## src/design/fasp_pkg.sv

```systemverilog
// shared types, constants and lookup functions for the fasta residue stream parser
`default_nettype none
package fasp_pkg;

	typedef enum logic [1:0] {
		KIND_RESIDUE  = 2'd0,
		KIND_SENTINEL = 2'd1,
		KIND_RECORD   = 2'd2,
		KIND_ERROR    = 2'd3
	} kind_t;

	typedef enum logic [1:0] {
		ERR_INVALID_RESIDUE = 2'd0,
		ERR_EMPTY_HEADER    = 2'd1,
		ERR_TOO_MANY        = 2'd2,
		ERR_NO_SEQUENCES    = 2'd3
	} err_t;

	localparam logic [7:0] HEADER_MARK = 8'd62;
	localparam logic [7:0] NEWLINE     = 8'd10;
	localparam logic [7:0] NUC_LIMIT   = 8'd251;
	localparam logic [7:0] AMINO_LIMIT = 8'd235;
	localparam int QUEUE_DEPTH = 4;

	// results of one request, at most two
	typedef struct packed {
		kind_t       kind0;
		kind_t       kind1;
		logic        two;
		logic [7:0]  symbol;
		logic [7:0]  number;
		logic [31:0] length;
		logic [31:0] start;
		err_t        code;
	} bundle_t;

	function automatic logic is_blank(input logic [7:0] b);
		is_blank = (b == 8'd32) || (b >= 8'd9 && b <= 8'd13);
	endfunction

	function automatic logic is_nuc(input logic [7:0] b);
		is_nuc = (b == 8'd65) || (b == 8'd67) || (b == 8'd71) || (b == 8'd84);
	endfunction

	function automatic logic is_amino(input logic [7:0] b);
		case (b) inside
			8'd65, 8'd67, 8'd68, 8'd69, 8'd70, 8'd71, 8'd72, 8'd73, 8'd75, 8'd76,
			8'd77, 8'd78, 8'd80, 8'd81, 8'd82, 8'd83, 8'd84, 8'd86, 8'd87, 8'd89: begin
				is_amino = 1'b1;
			end
			default: begin
				is_amino = 1'b0;
			end
		endcase
	endfunction

	// index is below the limit, so index + 1 never wraps
	function automatic logic [7:0] sentinel_for(input logic mode, input logic [7:0] idx);
		logic [7:0] s;
		s = idx + 8'd1;
		if (mode) begin
			case (s) inside
				8'd65: begin
					sentinel_for = 8'd66;
				end
				[8'd67:8'd73]: begin
					sentinel_for = 8'd74;
				end
				[8'd75:8'd78]: begin
					sentinel_for = 8'd79;
				end
				[8'd80:8'd84]: begin
					sentinel_for = 8'd85;
				end
				8'd86, 8'd87: begin
					sentinel_for = 8'd88;
				end
				8'd89: begin
					sentinel_for = 8'd90;
				end
				default: begin
					sentinel_for = s;
				end
			endcase
		end else begin
			case (s) inside
				8'd65, 8'd67, 8'd71, 8'd84: begin
					sentinel_for = s + 8'd1;
				end
				default: begin
					sentinel_for = s;
				end
			endcase
		end
	endfunction

endpackage
`default_nettype wire

```

## src/design/fasp_front.sv

```systemverilog
// front end: accepts text bytes, tracks parse state and builds result bundles
`default_nettype none
module fasp_front #(
	parameter int POSITION_BITS = 32
) (
	input  wire logic                 clk,
	input  wire logic                 arst_n,
	input  wire logic                 text_valid,
	input  wire logic [7:0]           text_byte,
	input  wire logic                 end_of_text,
	input  wire logic                 queue_full,
	input  wire logic                 cfg_we,
	input  wire logic                 cfg_mode,
	output logic                      push,
	output fasp_pkg::bundle_t         bundle
);

	localparam int WIDE = (POSITION_BITS > 32) ? POSITION_BITS : 32;

	logic                     mode_q;
	logic                     at_line_start_q, at_line_start_n;
	logic                     in_header_q, in_header_n;
	logic                     has_name_q, has_name_n;
	logic                     seq_open_q, seq_open_n;
	logic                     halted_q, halted_n;
	logic [POSITION_BITS-1:0] length_q, length_n;
	logic [POSITION_BITS-1:0] start_q, start_n;
	logic [POSITION_BITS-1:0] position_q, position_n;
	logic [7:0]               count_q, count_n;
	logic                     accept;
	logic                     has_record;
	logic [7:0]               upper;
	logic                     in_alpha;
	logic [7:0]               limit;
	logic [7:0]               count_inc;
	logic [POSITION_BITS-1:0] position_inc;
	logic [POSITION_BITS-1:0] length_inc;

	function automatic logic [31:0] clip(input logic [POSITION_BITS-1:0] v);
		logic [WIDE-1:0] e;
		e = WIDE'(v);
		clip = (e > WIDE'(32'hFFFF_FFFF)) ? 32'hFFFF_FFFF : e[31:0];
	endfunction

	assign accept       = text_valid && !queue_full;
	assign has_record   = seq_open_q && (length_q != '0);
	assign upper        = (text_byte >= 8'd97 && text_byte <= 8'd122) ?
	                      (text_byte - 8'd32) : text_byte;
	assign in_alpha     = mode_q ? fasp_pkg::is_amino(upper) : fasp_pkg::is_nuc(upper);
	assign limit        = mode_q ? fasp_pkg::AMINO_LIMIT : fasp_pkg::NUC_LIMIT;
	assign count_inc    = (count_q == 8'hFF) ? count_q : count_q + 8'd1;
	assign position_inc = (position_q == '1) ? position_q : position_q + POSITION_BITS'(1);
	assign length_inc   = (length_q == '1) ? length_q : length_q + POSITION_BITS'(1);

	always_comb begin
		at_line_start_n = at_line_start_q;
		in_header_n     = in_header_q;
		has_name_n      = has_name_q;
		seq_open_n      = seq_open_q;
		halted_n        = halted_q;
		length_n        = length_q;
		start_n         = start_q;
		position_n      = position_q;
		count_n         = count_q;
		push            = 1'b0;
		bundle.kind0    = fasp_pkg::KIND_RESIDUE;
		bundle.kind1    = fasp_pkg::KIND_SENTINEL;
		bundle.two      = 1'b0;
		bundle.symbol   = 8'd0;
		bundle.number   = 8'd0;
		bundle.length   = 32'd0;
		bundle.start    = 32'd0;
		bundle.code     = fasp_pkg::ERR_INVALID_RESIDUE;
		if (accept && !halted_q) begin
			if (end_of_text) begin
				if (in_header_q && !has_name_q) begin
					push        = 1'b1;
					bundle.kind0 = fasp_pkg::KIND_ERROR;
					bundle.code  = fasp_pkg::ERR_EMPTY_HEADER;
					halted_n    = 1'b1;
				end else if (!has_record && count_q == 8'd0) begin
					push        = 1'b1;
					bundle.kind0 = fasp_pkg::KIND_ERROR;
					bundle.code  = fasp_pkg::ERR_NO_SEQUENCES;
					halted_n    = 1'b1;
				end else begin
					if (has_record) begin
						push          = 1'b1;
						bundle.kind0  = fasp_pkg::KIND_RECORD;
						bundle.number = count_q;
						bundle.length = clip(length_q);
						bundle.start  = clip(start_q);
					end
					at_line_start_n = 1'b1;
					in_header_n     = 1'b0;
					has_name_n      = 1'b0;
					seq_open_n      = 1'b0;
					length_n        = '0;
					start_n         = '0;
					position_n      = '0;
					count_n         = 8'd0;
				end
			end else if (text_byte == fasp_pkg::NEWLINE) begin
				if (in_header_q && !has_name_q) begin
					push        = 1'b1;
					bundle.kind0 = fasp_pkg::KIND_ERROR;
					bundle.code  = fasp_pkg::ERR_EMPTY_HEADER;
					halted_n    = 1'b1;
				end
				in_header_n     = 1'b0;
				at_line_start_n = 1'b1;
			end else if (at_line_start_q && text_byte == fasp_pkg::HEADER_MARK) begin
				at_line_start_n = 1'b0;
				start_n         = position_q;
				if (has_record) begin
					push          = 1'b1;
					bundle.kind0  = fasp_pkg::KIND_RECORD;
					bundle.number = count_q;
					bundle.length = clip(length_q);
					bundle.start  = clip(start_q);
					bundle.two    = 1'b1;
					count_n       = count_inc;
					if (count_q >= limit) begin
						bundle.kind1 = fasp_pkg::KIND_ERROR;
						halted_n     = 1'b1;
					end else begin
						bundle.kind1  = fasp_pkg::KIND_SENTINEL;
						bundle.symbol = fasp_pkg::sentinel_for(mode_q, count_q);
						position_n    = position_inc;
						start_n       = position_inc;
					end
				end
				in_header_n = 1'b1;
				has_name_n  = 1'b0;
				seq_open_n  = 1'b1;
				length_n    = '0;
			end else begin
				at_line_start_n = 1'b0;
				if (in_header_q) begin
					if (!fasp_pkg::is_blank(text_byte)) begin
						has_name_n = 1'b1;
					end
				end else if (seq_open_q && !fasp_pkg::is_blank(text_byte)) begin
					push = 1'b1;
					if (in_alpha) begin
						bundle.kind0  = fasp_pkg::KIND_RESIDUE;
						bundle.symbol = upper;
						length_n      = length_inc;
						position_n    = position_inc;
					end else begin
						bundle.kind0 = fasp_pkg::KIND_ERROR;
						bundle.code  = fasp_pkg::ERR_INVALID_RESIDUE;
						halted_n     = 1'b1;
					end
				end
			end
		end
	end

	always_ff @(posedge clk or negedge arst_n) begin
		if (!arst_n) begin
			mode_q          <= 1'b0;
			at_line_start_q <= 1'b1;
			in_header_q     <= 1'b0;
			has_name_q      <= 1'b0;
			seq_open_q      <= 1'b0;
			halted_q        <= 1'b0;
			length_q        <= '0;
			start_q         <= '0;
			position_q      <= '0;
			count_q         <= 8'd0;
		end else begin
			if (cfg_we) begin
				mode_q <= cfg_mode;
			end
			at_line_start_q <= at_line_start_n;
			in_header_q     <= in_header_n;
			has_name_q      <= has_name_n;
			seq_open_q      <= seq_open_n;
			halted_q        <= halted_n;
			length_q        <= length_n;
			start_q         <= start_n;
			position_q      <= position_n;
			count_q         <= count_n;
		end
	end

endmodule
`default_nettype wire

```

## src/design/fasp_queue.sv

```systemverilog
// small bundle queue between the front end and the output stage
`default_nettype none
module fasp_queue (
	input  wire logic               clk,
	input  wire logic               arst_n,
	input  wire logic               push,
	input  wire fasp_pkg::bundle_t  push_data,
	input  wire logic               pop,
	output logic                    full,
	output logic                    empty,
	output fasp_pkg::bundle_t       head
);

	localparam int PTR_BITS = $clog2(fasp_pkg::QUEUE_DEPTH);
	localparam int CNT_BITS = $clog2(fasp_pkg::QUEUE_DEPTH + 1);

	fasp_pkg::bundle_t     mem [fasp_pkg::QUEUE_DEPTH];
	logic [PTR_BITS-1:0]   wr_ptr_q;
	logic [PTR_BITS-1:0]   rd_ptr_q;
	logic [CNT_BITS-1:0]   count_q;
	logic                  do_pop;

	assign full   = (count_q == CNT_BITS'(fasp_pkg::QUEUE_DEPTH));
	assign empty  = (count_q == '0);
	assign head   = mem[rd_ptr_q];
	assign do_pop = pop && !empty;

	always_ff @(posedge clk) begin
		if (push) begin
			mem[wr_ptr_q] <= push_data;
		end
	end

	always_ff @(posedge clk or negedge arst_n) begin
		if (!arst_n) begin
			wr_ptr_q <= '0;
			rd_ptr_q <= '0;
			count_q  <= '0;
		end else begin
			if (push) begin
				wr_ptr_q <= wr_ptr_q + PTR_BITS'(1);
			end
			if (do_pop) begin
				rd_ptr_q <= rd_ptr_q + PTR_BITS'(1);
			end
			if (push && !do_pop) begin
				count_q <= count_q + CNT_BITS'(1);
			end else if (do_pop && !push) begin
				count_q <= count_q - CNT_BITS'(1);
			end
		end
	end

endmodule
`default_nettype wire

```

## src/design/fasp_back.sv

```systemverilog
// back end: splits bundles into single results and holds the output register
`default_nettype none
module fasp_back (
	input  wire logic               clk,
	input  wire logic               arst_n,
	input  wire logic               queue_empty,
	input  wire fasp_pkg::bundle_t  head,
	output logic                    pop,
	output logic                    result_valid,
	input  wire logic               result_stall,
	output logic [1:0]              item_kind,
	output logic [7:0]              symbol,
	output logic [7:0]              record_number,
	output logic [31:0]             record_length,
	output logic [31:0]             record_start,
	output logic [1:0]              error_code,
	output logic                    last_of_run
);

	fasp_pkg::bundle_t held_q;
	logic              second_q;
	logic              valid_q;
	logic              load;
	logic [1:0]        kind_q;
	logic [7:0]        symbol_q;
	logic [7:0]        number_q;
	logic [31:0]       length_q;
	logic [31:0]       start_q;
	logic [1:0]        code_q;
	logic              last_q;

	assign load = !valid_q || !result_stall;
	assign pop  = load && !second_q && !queue_empty;

	always_ff @(posedge clk) begin
		if (load) begin
			if (second_q) begin
				kind_q   <= held_q.kind1;
				symbol_q <= (held_q.kind1 == fasp_pkg::KIND_SENTINEL) ? held_q.symbol : 8'd0;
				number_q <= 8'd0;
				length_q <= 32'd0;
				start_q  <= 32'd0;
				code_q   <= (held_q.kind1 == fasp_pkg::KIND_ERROR) ?
				            fasp_pkg::ERR_TOO_MANY : fasp_pkg::ERR_INVALID_RESIDUE;
				last_q   <= 1'b1;
			end else if (!queue_empty) begin
				held_q   <= head;
				kind_q   <= head.kind0;
				symbol_q <= (head.kind0 == fasp_pkg::KIND_RESIDUE) ? head.symbol : 8'd0;
				number_q <= head.number;
				length_q <= head.length;
				start_q  <= head.start;
				code_q   <= head.code;
				last_q   <= !head.two;
			end
		end
	end

	always_ff @(posedge clk or negedge arst_n) begin
		if (!arst_n) begin
			valid_q  <= 1'b0;
			second_q <= 1'b0;
		end else if (load) begin
			if (second_q) begin
				valid_q  <= 1'b1;
				second_q <= 1'b0;
			end else if (!queue_empty) begin
				valid_q  <= 1'b1;
				second_q <= head.two;
			end else begin
				valid_q <= 1'b0;
			end
		end
	end

	assign result_valid  = valid_q;
	assign item_kind     = kind_q;
	assign symbol        = symbol_q;
	assign record_number = number_q;
	assign record_length = length_q;
	assign record_start  = start_q;
	assign error_code    = code_q;
	assign last_of_run   = last_q;

endmodule
`default_nettype wire

```

## src/design/fasta_residue_stream_parser.sv

```systemverilog
// top level of the fasta residue stream parser
// path: a request's results are written into the queue and then loaded into the output register
// throughput: one text byte per cycle while the queue has room; a request with two results
// occupies the output for both, and a four-entry queue absorbs the gap before the input stalls
// reset: arst_n clears parse state, counters, queue and output valid; alphabet_mode returns to 0
`default_nettype none
module fasta_residue_stream_parser #(
	parameter int POSITION_BITS = 32
) (
	input  wire logic        clk,
	input  wire logic        arst_n,
	input  wire logic        text_valid,
	output logic             text_stall,
	input  wire logic [7:0]  text_byte,
	input  wire logic        end_of_text,
	input  wire logic        cfg_valid,
	output logic             cfg_ready,
	input  wire logic        alphabet_mode,
	output logic             result_valid,
	input  wire logic        result_stall,
	output logic [1:0]       item_kind,
	output logic [7:0]       symbol,
	output logic [7:0]       record_number,
	output logic [31:0]      record_length,
	output logic [31:0]      record_start,
	output logic [1:0]       error_code,
	output logic             last_of_run
);

	logic              push;
	logic              pop;
	logic              queue_full;
	logic              queue_empty;
	fasp_pkg::bundle_t push_data;
	fasp_pkg::bundle_t head;

	assign cfg_ready  = 1'b1;
	assign text_stall = queue_full;

	fasp_front #(
		.POSITION_BITS(POSITION_BITS)
	) u_front (
		.clk        (clk),
		.arst_n     (arst_n),
		.text_valid (text_valid),
		.text_byte  (text_byte),
		.end_of_text(end_of_text),
		.queue_full (queue_full),
		.cfg_we     (cfg_valid && cfg_ready),
		.cfg_mode   (alphabet_mode),
		.push       (push),
		.bundle     (push_data)
	);

	fasp_queue u_queue (
		.clk      (clk),
		.arst_n   (arst_n),
		.push     (push),
		.push_data(push_data),
		.pop      (pop),
		.full     (queue_full),
		.empty    (queue_empty),
		.head     (head)
	);

	fasp_back u_back (
		.clk          (clk),
		.arst_n       (arst_n),
		.queue_empty  (queue_empty),
		.head         (head),
		.pop          (pop),
		.result_valid (result_valid),
		.result_stall (result_stall),
		.item_kind    (item_kind),
		.symbol       (symbol),
		.record_number(record_number),
		.record_length(record_length),
		.record_start (record_start),
		.error_code   (error_code),
		.last_of_run  (last_of_run)
	);

endmodule
`default_nettype wire

```

## config.mk

```make
export PLATFORM = sky130hd
export DESIGN_NAME = fasta_residue_stream_parser
export DESIGN_NICKNAME = d
export VERILOG_FILES = /design/src/design/fasp_pkg.sv /design/src/design/fasp_front.sv /design/src/design/fasp_queue.sv /design/src/design/fasp_back.sv /design/src/design/fasta_residue_stream_parser.sv
export SDC_FILE = /design/constraint.sdc
export NUM_CORES = 1
export LEC_CHECK = 0
export BUFFER_PORTS_ARGS = -buffer_cell sky130_fd_sc_hd__buf_2
export CELL_PAD_IN_SITES_DETAIL_PLACEMENT = 1
export CELL_PAD_IN_SITES_GLOBAL_PLACEMENT = 1
export CORE_UTILIZATION = 52
export DETAILED_ROUTE_END_ITERATION = 16
export PLACE_DENSITY = 0.9
export SYNTH_ARGS = -nofsm -noshare
export SYNTH_HDL_FRONTEND = slang
export SYNTH_SLANG_ARGS = --single-unit
```

## constraint.sdc

```tcl
create_clock -name clk -period 6.56 [get_ports clk]
set_input_delay 0.984 -clock clk [delete_from_list [all_inputs] [get_ports clk]]
set_output_delay 0.984 -clock clk [all_outputs]
set_load 0.02 [all_outputs]
```

# Yosys cells after proc, flatten, opt, wreduce, memory -nomap -nowiden
# Memory sizes are Yosys's and may differ from the RTL's.
# Cells that the tools add are included.
dict set report totals {
  reg_bits 214
  latchBits 0
  memories 1
  in_bits 15
  out_inout_bits 88
  elab_cells 288
  mem_bits_rw 348
  mem_bits_ro 0
}
dict set report op_classes {
  muxes 130
  n_lt_le_gt_ge 13
  n_reduce_logical 59
  add_sub_neg 9
  eq_ne 50
  bitwise_logic 2
  shifts 0
  div_mod_pow 0
  n_mul 0
}
# memory words word_bits rd rd_ports_with_merged_regs wr line
set mem_list {}
lappend mem_list {u_queue.mem 4 87 1 0 1 fasp_queue.sv:17} ;# fasp_pkg::bundle_t mem [fasp_pkg::QUEUE_DEPTH];
# cell n
set op_table {}
lappend op_table {{$mux W32} 25}
lappend op_table {{$mux W72} 4}
lappend op_table {{$eq A8 B7 Y1 const B} 27}
lappend op_table {{$mux W8} 26}
lappend op_table {{$mux W87} 1}
lappend op_table {{$mux W85} 1}
lappend op_table {{$mux W83} 1}
lappend op_table {{$mux W74} 1}
lappend op_table {{$add A32 B1 Y32 const B} 2}
lappend op_table {{$eq A32 B32 Y1 const B} 2}
lappend op_table {{$gt A32 B32 Y1 const B} 2}
lappend op_table {{$mux W1} 47}
lappend op_table {{$mux W2} 19}
lappend op_table {{$ge A8 B7 Y1 const B} 4}
lappend op_table {{$le A8 B7 Y1 const B} 4}
lappend op_table {{$reduce_bool A32 Y1} 1}
lappend op_table {{$reduce_or A20 Y1} 1}
lappend op_table {{$logic_and A1 B1 Y1} 17}
lappend op_table {{$add A8 B1 Y8 const B} 2}
lappend op_table {{$eq A8 B6 Y1 const B} 2}
lappend op_table {{$reduce_and A8 Y1} 2}
lappend op_table {{$reduce_and A7 Y1} 2}
lappend op_table {{$logic_not A1 Y1} 12}
lappend op_table {{$reduce_bool A3 Y1} 4}
lappend op_table {{36 further kinds} 54}

# Logic depth before layout (Yosys ltp)
# Gate-level depths: netlist (run 1).
dict set report logic_depth {
  depth_word 15
  mapped_depth 15
  ltp_nobuf 14
}

# Hierarchy
# A second synthesis (run 1) with hierarchy kept.
dict set report unflattened {
  cells_unflattened 1669
  hier_area_um2 24539.8
}
# module n_inst area_each_um2 cells_each
set modules_own_cells {}
lappend modules_own_cells {fasp_queue 1 12952.4 490}
lappend modules_own_cells {fasp_front 1 7975.1 974}
lappend modules_own_cells {fasp_back 1 3601.0 203}
lappend modules_own_cells {fasta_residue_stream_parser 1 11.3 2}

# Worst setup path after synthesis (run 1)
# No wires, ideal clock.
dict set report synth_path {
  path_type {flip-flop to flip-flop}
  from {register u_back.second_q}
  to {register u_back.code_q[0], in the netlist u_back.error_code[0], enable pin}
  t_arrival_ns 5.091
  setup_slack_ns 0.913
  n_path_buf 2
  required_ns 6.003
  stages_incl_launch_ff 5
  path_cell_list {dfrtp_1 > clkbuf_1 > clkbuf_1 > nor4_1 > a21oi_1}
}
dict set report synth_between {
  elab_chain_len 2
}
# element line
set synth_rtl {}
lappend synth_rtl {{from (decl)} fasp_back.sv:21} ;# logic second_q;
lappend synth_rtl {{from (signal assigned)} fasp_back.sv:69} ;# second_q <= head.two;
lappend synth_rtl {{$ne A2 B2 Y1 (no line)} --}
lappend synth_rtl {{$reduce_and A2 Y1 (no line)} --}
lappend synth_rtl {{to (signal assigned)} fasp_back.sv:43} ;# code_q <= (held_q.kind1 == fasp_pkg::KIND_ERROR) ?
lappend synth_rtl {{to (signal assigned)} fasp_back.sv:53} ;# code_q <= head.code;
lappend synth_rtl {{to (decl)} fasp_back.sv:29} ;# logic [1:0] code_q;
# Every way passes these cells.
# A chain may end at the register's enable or synchronous reset.

# Final worst setup path (run 1)
dict set report layout_path {
  from {input port text_byte[4]}
  to {memory u_queue.mem[1][63] (netlist bit), enable pin}
}
dict set report layout_between {
  elab_chain_len 13
}
# element line
set layout_rtl {}
lappend layout_rtl {{from (decl)} fasta_residue_stream_parser.sv:14} ;# input wire logic [7:0] text_byte,
lappend layout_rtl {{$ge A8 B4 Y1 or $le A8 B4 Y1 (tied branches)} fasp_pkg.sv:38} ;# is_blank = (b == 8'd32) || (b >= 8'd9 && b <= 8'd13);
lappend layout_rtl {{$logic_and A1 B1 Y1} fasp_pkg.sv:38}
lappend layout_rtl {{$logic_or A1 B1 Y1} fasp_pkg.sv:38}
lappend layout_rtl {{$logic_not A1 Y1} --}
lappend layout_rtl {{$logic_and A1 B1 Y1} fasp_front.sv:143} ;# end else if (seq_open_q && !fasp_pkg::is_blank(text_byte)) begin
lappend layout_rtl {{$mux W1} fasp_front.sv:143}
lappend layout_rtl {{$mux W1} fasp_front.sv:139} ;# if (in_header_q) begin
lappend layout_rtl {{$mux W1} fasp_front.sv:112} ;# end else if (at_line_start_q && text_byte == fasp_pkg::HEADER_MARK) begin
lappend layout_rtl {{$mux W1 *} fasp_front.sv:103} ;# end else if (text_byte == fasp_pkg::NEWLINE) begin
lappend layout_rtl {{$mux W1 *} fasp_front.sv:75} ;# if (end_of_text) begin
lappend layout_rtl {{$mux W1 *} fasp_front.sv:74} ;# if (accept && !halted_q) begin
lappend layout_rtl {{via push} fasta_residue_stream_parser.sv:30} ;# logic push;
lappend layout_rtl {{$mux W1 *} fasp_queue.sv:29} ;# if (push) begin
lappend layout_rtl {{$mux W1 (implied by the code) *} fasp_queue.sv:30} ;# mem[wr_ptr_q] <= push_data;
lappend layout_rtl {{to (decl)} fasp_queue.sv:17}
# Mark *: on every way through the listed nets, which the timed path passes. The rest lies on a longest branch.

==> results of run 1 <==
[through the flow]
stage / hold WS (ns) / worst slack (ns) / power (uW) / cell area, sq um / instances
after global routing: 0.515 / 2.35 / 10600 / 27300 / 2408
after CTS: 0.486 / 2.70 / 10300 / 27300 / 2408
final: 0.481 / 2.56 / 10300 / 27300 / 2409
after floorplan: 0.442 / 0.913 / 6230 / 24400 / 1682
after global placement: 0.456 / 2.27 / 6850 / 25400 / 2309
after detailed placement: 0.475 / 2.09 / 6990 / 25400 / 2309
[routing by layer]
layer / vias up / part of all wire [%]
met1: 8277 / 39
met4: 0 / 3.5
met2: 1004 / 48
li1: 6552 / -
met3: 206 / 8.9
met5: - / 0
[power by group through the flow]
| stage | Clock (uW) | Combinational, uW | Sequential (uW) |
|---|---|---|---|
| 2_1_floorplan | 0 | 1360 | 4870 |
| 3_3_place_gp | 0 | 2140 | 4710 |
| 3_5_place_dp | 0 | 2240 | 4750 |
| 4_1_cts | 3330 | 2310 | 4700 |
| 5_1_grt | 3430 | 2430 | 4740 |
| 6_report | 3310 | 2280 | 4690 |
[sequential cells by signal (all words and copies together), names as in the netlist]
register and count:
u_back.second_q 1, u_back.result_valid 1, u_front.count_q 8, u_back.held_q 9
u_front.mode_q 1, u_front.length_q 32, u_back.last_of_run 1, u_front.position_q 32
u_front.halted_q 1, u_back.record_length 32, u_front.seq_open_q 1, u_queue.rd_ptr_q 2
u_front.in_header_q 1, u_front.has_name_q 1, u_back.error_code 2, u_queue.mem 344
u_back.record_number 8, u_back.item_kind 2, u_front.start_q 32, u_back.record_start 32
u_front.at_line_start_q 1, u_queue.count_q 3, u_back.symbol 8, u_queue.wr_ptr_q 2
[logic make-up after synthesis]
kind of cell | synth area share (%)
multiplexers | 8.38
adder cells (fa/ha/maj) | 0.903
flip-flops | 66.2
XOR/XNOR | 1.94
AND/OR/NAND/NOR | 13.6
AO/OA/AOI/OAI | 6.96
other | 0.0154
buffers and inverters | 2.05
[final timing paths]
path / startpoint / slack, ns / end / depth (start not counted)
max: text_byte[4] / 2.56 / u_queue.mem[1][63] / 10
min: arst_n / 0.48 / u_front.length_q[17] / 1
max reg2reg: u_front.count_q[0] / 2.64 / u_front.length_q[20] / 9
min reg2reg: u_front.start_q[7] / 0.49 / u_front.start_q[7] / 2
max in group asynchronous: arst_n / 4.53 / u_queue.rd_ptr_q[0] / 2
min in group clk: u_front.start_q[7] / 0.49 / u_front.start_q[7] / 2
[area by class of cell]
type / count / area (sq um)
clock inverters: 30 / 394
inverters: 20 / 75.1
clock buffers: 69 / 1470
well taps: 600 / 751
repair buffers: 122 / 666
diodes: 1 / 2.50
fillers: 4232 / 18500
flip-flops and latches: 557 / 16100
multi-input cells: 1010 / 7780
[critical path: cells and delay by family]
kind	cells	cell delay, ns
buffers and inverters	2	0.77
and+or+nand+nor	5	1.38
AOI/OAI and AO/OA	3	1.07
[synth_stat cells, types with 4 or more instances]
| library cell | count | area share (%) |
|---|---|---|
| edfxtp_1 | 438 | 54 |
| nor3b_1 | 5 | 0.15 |
| o31ai_1 | 18 | 0.55 |
| buf_4 | 4 | 0.12 |
| a41oi_1 | 4 | 0.14 |
| nor2b_1 | 80 | 2.1 |
| or4_1 | 11 | 0.34 |
| xor2_1 | 14 | 0.50 |
| mux4_2 | 86 | 7.9 |
| a21oi_1 | 42 | 0.86 |
| o311ai_1 | 4 | 0.14 |
| buf_2 | 27 | 0.55 |
| a31oi_1 | 8 | 0.21 |
| a221o_1 | 5 | 0.21 |
| or2_2 | 8 | 0.21 |
| xnor2_1 | 40 | 1.4 |
| dfrtp_1 | 118 | 12 |
| a22o_1 | 19 | 0.68 |
| clkbuf_1 | 50 | 0.77 |
| and2_1 | 85 | 2.2 |
| o21a_1 | 6 | 0.18 |
| buf_1 | 9 | 0.14 |
| nand2_1 | 124 | 1.9 |
| a22oi_1 | 5 | 0.15 |
| o311ai_0 | 4 | 0.14 |
| nor3_1 | 26 | 0.53 |
| and4_1 | 7 | 0.25 |
| nand4_1 | 22 | 0.56 |
| nor4_2 | 8 | 0.41 |
| o21ai_0 | 89 | 1.8 |
| nor4_1 | 15 | 0.38 |
| or3_1 | 5 | 0.13 |
| nand3_1 | 53 | 1.1 |
| nand2b_1 | 13 | 0.33 |
| nor2_1 | 77 | 1.2 |
| mux2i_1 | 6 | 0.25 |
| ha_1 | 16 | 0.82 |
| inv_1 | 20 | 0.31 |
| nor2_2 | 5 | 0.13 |
| o211ai_1 | 11 | 0.34 |
| and3_1 | 25 | 0.64 |
| o41ai_1 | 4 | 0.14 |
==> run summary, run 1 <==
run status -> finished clean
Post-synth ARST share -> 21.4%
power share of the combinational group -> 22.2%
hold buffers post-CTS -> 0
met1 Use GR -> 41.0%
final cycle utilization of the critical path -> 61.0%
switching part of the total power -> 30.3%
YS warnings -> 0
met3 Usage GRT -> 5.65%
CTS tree -> done
final setup fails -> 0
post-layout net count -> 1796
synthesized instance count -> 1682
GPL Wtd Cong -> 0.916
GRT overflow -> 0
clk sinks -> 557
root buffer cell -> clkbuf_16
crit path launch type -> input pin
synthesized net count -> 1714
initial antenna violation count -> 2
Crit. End Element -> register
total of max-cap violations -> 0
Die Area -> 47800 sq um
Vias -> 16000
Crit path arrival time -> 4.25 ns
DRT Pass-1 Iters -> 6
# rows -> 78
Post-DRT Antenna Nets -> 0
register area share after synthesis -> 66.2%
Die X -> 219 microns
Crit Path Class -> in -> reg
met2 usage -> 47.2%
Psw -> 3110 uW
clock share of power -> 32.2%
DRT iter0 DRCs -> 2100
CP Max Fanout -> 33
Final Hold Vio Count -> 0
Avg Synthesized Cell Area -> 14.5 sq um
RSZ-0062 raised after global routing -> false
Setup Fix Bufs, Post-CTS -> 0
core area -> 45800 sq um
mapped cell area -> 24400 sq um
DRC Markers -> 0
Most Crowded Layer GR -> met2
GRT Util Overall -> 29.7%
Vias/cell -> 6.66
Post-synth EDFFs -> 438
Skew-Pair Late Insertion Delay -> 0.62 ns
Util after Layout -> 59.6%
wire per inst -> 29.0 microns
#FFs+latches synth -> 557
CTS Buf Count -> 53
Seq pwr share -> 45.7%
CTS max path bufs -> 3
Max Clock Freq -> 250 MHz
DIE HEIGHT -> 219 microns
Distinct cells, synth -> 89
pwr dens -> 377 nW/um^2
Leak Pwr -> 0.00953 uW
number of top-level pins -> 103
CP max-delay cell -> and2_4
most common flop cell mapped by yosys -> edfxtp_1
largest net degree at the start of global routing -> 77
most common cell after layout, fill and taps aside -> edfxtp_1
Clock transition at path regs -> 0.07 ns
most frequent cells in the layout -> edfxtp_1, nand2_1, dfrtp_1, buf_2, o21ai_0
CTS H-tree lvls -> 2
actual slew at the worst max-slew pin -> 1.17 ns
Detailed Place HPWL -> 40900 microns
Slew HR -> 21.4%
layout cells sized above 1 -> 19.5%
Final Skew -> 0.0259 ns
port bufs -> 101
total routed wirelength -> 69900 microns
post-layout min period -> 4.00 ns
CP required -> 6.81 ns
maximum vdd drop -> 0.348 mV
# resized after CTS -> 0
area delta synth->final -> 11.9%
worst hold-check path type -> in -> async
first-pass GRT wire length -> 106000 microns
largest stage delay on the critical path -> 0.66 ns
fin. max-slew vios -> 0
Int Power -> 7170 uW
setup TNS -> 0 ns
crit path cell chain -> buf_2 > nor4_1 > and2_1 > a221oi_2 > a221oi_1 > a21oi_1 > nor2_1 > nor2_2 > and2_4 > buf_4
vias in the first global route -> 16600
Initial Utilization -> 53.3%
(Power assumes the default switching activity.)
==> run 2, diff against run 1 <==
==> constraint.sdc (replaced) <==
create_clock -name clk -period 3.95 [get_ports clk]
set_input_delay 0.5925 -clock clk [delete_from_list [all_inputs] [get_ports clk]]
set_output_delay 0.5925 -clock clk [all_outputs]
set_load 0.02 [all_outputs]
==> run 2 against run 1 <==
Against the previous run: via count grew 1.5%; critical path depth did not move; clock power rose by 61%; total power grew 66%; critical path type is now reg -> reg; largest power group unchanged.
==> run summary, run 2 (synthesized netlist as in run 1, its figures left out) <==
run status -> finished clean
Crit. End Element -> register
Skew-Pair Late Insertion Delay -> 0.61 ns (about the same)
hold buffers post-CTS -> 0 (unchanged)
Tot Pwr -> 17100 uW (+66%)
Int Power -> 11900 uW (+66%)
Leak Pwr -> 0.00970 uW (+1.8%)
power share of the combinational group -> 23.5% (+1.3 points)
Max Clock Freq -> 267 MHz
layout filler cell count -> 4272 (+0.95%)
CP required -> 4.41 ns (-2.40 ns)
layout cells sized above 1 -> 20.8% (+1.3 points)
number of top-level pins -> 103 (unchanged)
clk sinks -> 557 (unchanged)
Clock transition at path regs -> 0.06 ns (about the same)
Crit path arrival time -> 4.20 ns (-0.05 ns)
Final Skew -> 0.0298 ns (+0.00384 ns)
Reg with most FFs -> u_queue.mem
clock share of power -> 31.3% (-0.9 points)
total routed wirelength -> 71500 microns (+2.3%)
Die Area -> 47800 sq um (unchanged)
DIE HEIGHT -> 219 microns (unchanged)
Psw -> 5190 uW (+67%)
core area -> 45800 sq um (unchanged)
DRT Pass-1 Iters -> 6 (unchanged)
wire per inst -> 29.3 microns (+1.1%)
post-layout min period -> 3.74 ns
first-pass GRT wire length -> 109000 microns (+2.9%)
crit path launch type -> register
CTS tree -> done
most frequent cells in the layout -> edfxtp_1, nand2_1, dfrtp_1, buf_2, o21ai_0
final cycle utilization of the critical path -> 94.8%
actual slew at the worst max-slew pin -> 1.28 ns (+0.104 ns)
post-layout net count -> 1823 (+1.5%)
root buffer cell -> clkbuf_16
Initial Utilization -> 53.3% (unchanged)
area delta synth->final -> 13.1%
Setup Fix Bufs, Post-CTS -> 0 (unchanged)
CP Max Fanout -> 26 (-21%)
largest net degree at the start of global routing -> 73 (-5.2%)
CTS H-tree lvls -> 2 (unchanged)
initial antenna violation count -> 2 (unchanged)
RSZ-0062 raised after global routing -> false
dpl cells -> 2335 (+1.1%)
maximum vdd drop -> 0.579 mV (+67%)
worst hold-check path type -> in -> async
# diodes -> 0 (-1)
Die X -> 219 microns (unchanged)
GPL Wtd Cong -> 0.956 (+4.4%)
fin. max-slew vios -> 0 (unchanged)
Hold WS -> 0.151 ns (-0.330 ns)
Worst R2R Setup Slack -> 0.21 ns (-2.43 ns)
GRT overflow -> 0 (unchanged)
Final Hold Vio Count -> 0 (unchanged)
pwr dens -> 619 nW/um^2 (+64%)
Crit Path Class -> reg -> reg
DRC Markers -> 0 (unchanged)
Detailed Place HPWL -> 42900 microns (+5.0%)
CTS Buf Count -> 54 (+1.9%)
Slew HR -> 14.1% (-7.2 points)
Vias -> 16300 (+1.5%)
setup TNS -> 0 ns (unchanged)
final setup fails -> 0 (unchanged)
switching part of the total power -> 30.4% (+0.13 points)
# rows -> 78 (unchanged)
most common cell after layout, fill and taps aside -> edfxtp_1
# resized after CTS -> 0 (unchanged)
Util after Layout -> 60.2% (+0.65 points)
CTS max path bufs -> 3 (unchanged)
Vias/cell -> 6.68 (+0.37%)
DRT iter0 DRCs -> 2094 (-0.29%)
Post-DRT Antenna Nets -> 0 (unchanged)
Seq pwr share -> 45.2% (-0.5 points)
vias in the first global route -> 17000 (+2.4%)
flip-flop count of the largest register after layout -> 344 (unchanged)
port bufs -> 101 (unchanged)
GRT Util Overall -> 30.6% (+0.92 points)
total of max-cap violations -> 0 (unchanged)
non-filler cells, final -> 2437 (+1.2%)
-- run 2: through the flow --
| step | setup WS, ns | cell area [sq um] |
|---|---|---|
| finish | 0.206 | 27600 |
| global route | 0.229 | 27600 |
| CTS | 0.404 | 27600 |
| detailed placement | 0.384 | 25700 |
| global placement | 0.488 | 25700 |
| floorplan | 0.221 | 24400 |
-- run 2: power by group through the flow --
| stage | Combinational, uW | Clock [uW] | Sequential (uW) |
|---|---|---|---|
| 6_report | 4010 | 5340 | 7720 |
| 5_1_grt | 4250 | 5550 | 7800 |
| 4_1_cts | 4040 | 5370 | 7730 |
| 3_5_place_dp | 3910 | 0 | 7800 |
| 3_3_place_gp | 3730 | 0 | 7730 |
| 2_1_floorplan | 2250 | 0 | 8070 |
-- run 2: critical path, cell delays in order, from the launching register on --
cell	delay [ns]
dfrtp_1	0.64
nor4_1	0.54
nand4_1	0.36
o21ai_0	0.37
buf_4	0.28
a211o_1	0.18
nand2_2	0.11
nand2_1	0.37
buf_4	0.42
nand2_1	0.12
o21ai_0	0.16
-- run 2: area by class of cell --
type	instances	area [sq um]	share of cell area, %
flip-flops and latches	557	16100	58.5
well taps	600	751	2.72
clock buffers	78	1640	5.93
clock inverters	24	210	0.762
inverters	20	75.1	0.272
multi-input cells	1010	7770	28.2
repair buffers	148	986	3.58
-- run 2: final timing paths --
path / from / to / cells after the start
max: u_front.length_q[9] / u_front.start_q[6] / 10
min: arst_n / u_front.mode_q / 1
max reg2reg: u_front.length_q[9] / u_front.start_q[6] / 10
min reg2reg: u_front.start_q[16] / u_front.start_q[16] / 2
max in group asynchronous: arst_n / u_queue.rd_ptr_q[0] / 1
min in group clk: alphabet_mode / u_front.mode_q / 2
-- run 2: layer usage --
metal | vias to the layer above | share of wire [%] | global-route usage, %
met5 | - | 0 | 0
met1 | 8378 | 38 | 41.1
li1 | 6620 | - | -
met2 | 1056 | 49 | 50.3
met3 | 231 | 9.0 | 5.85
met4 | 0 | 3.7 | 10.4
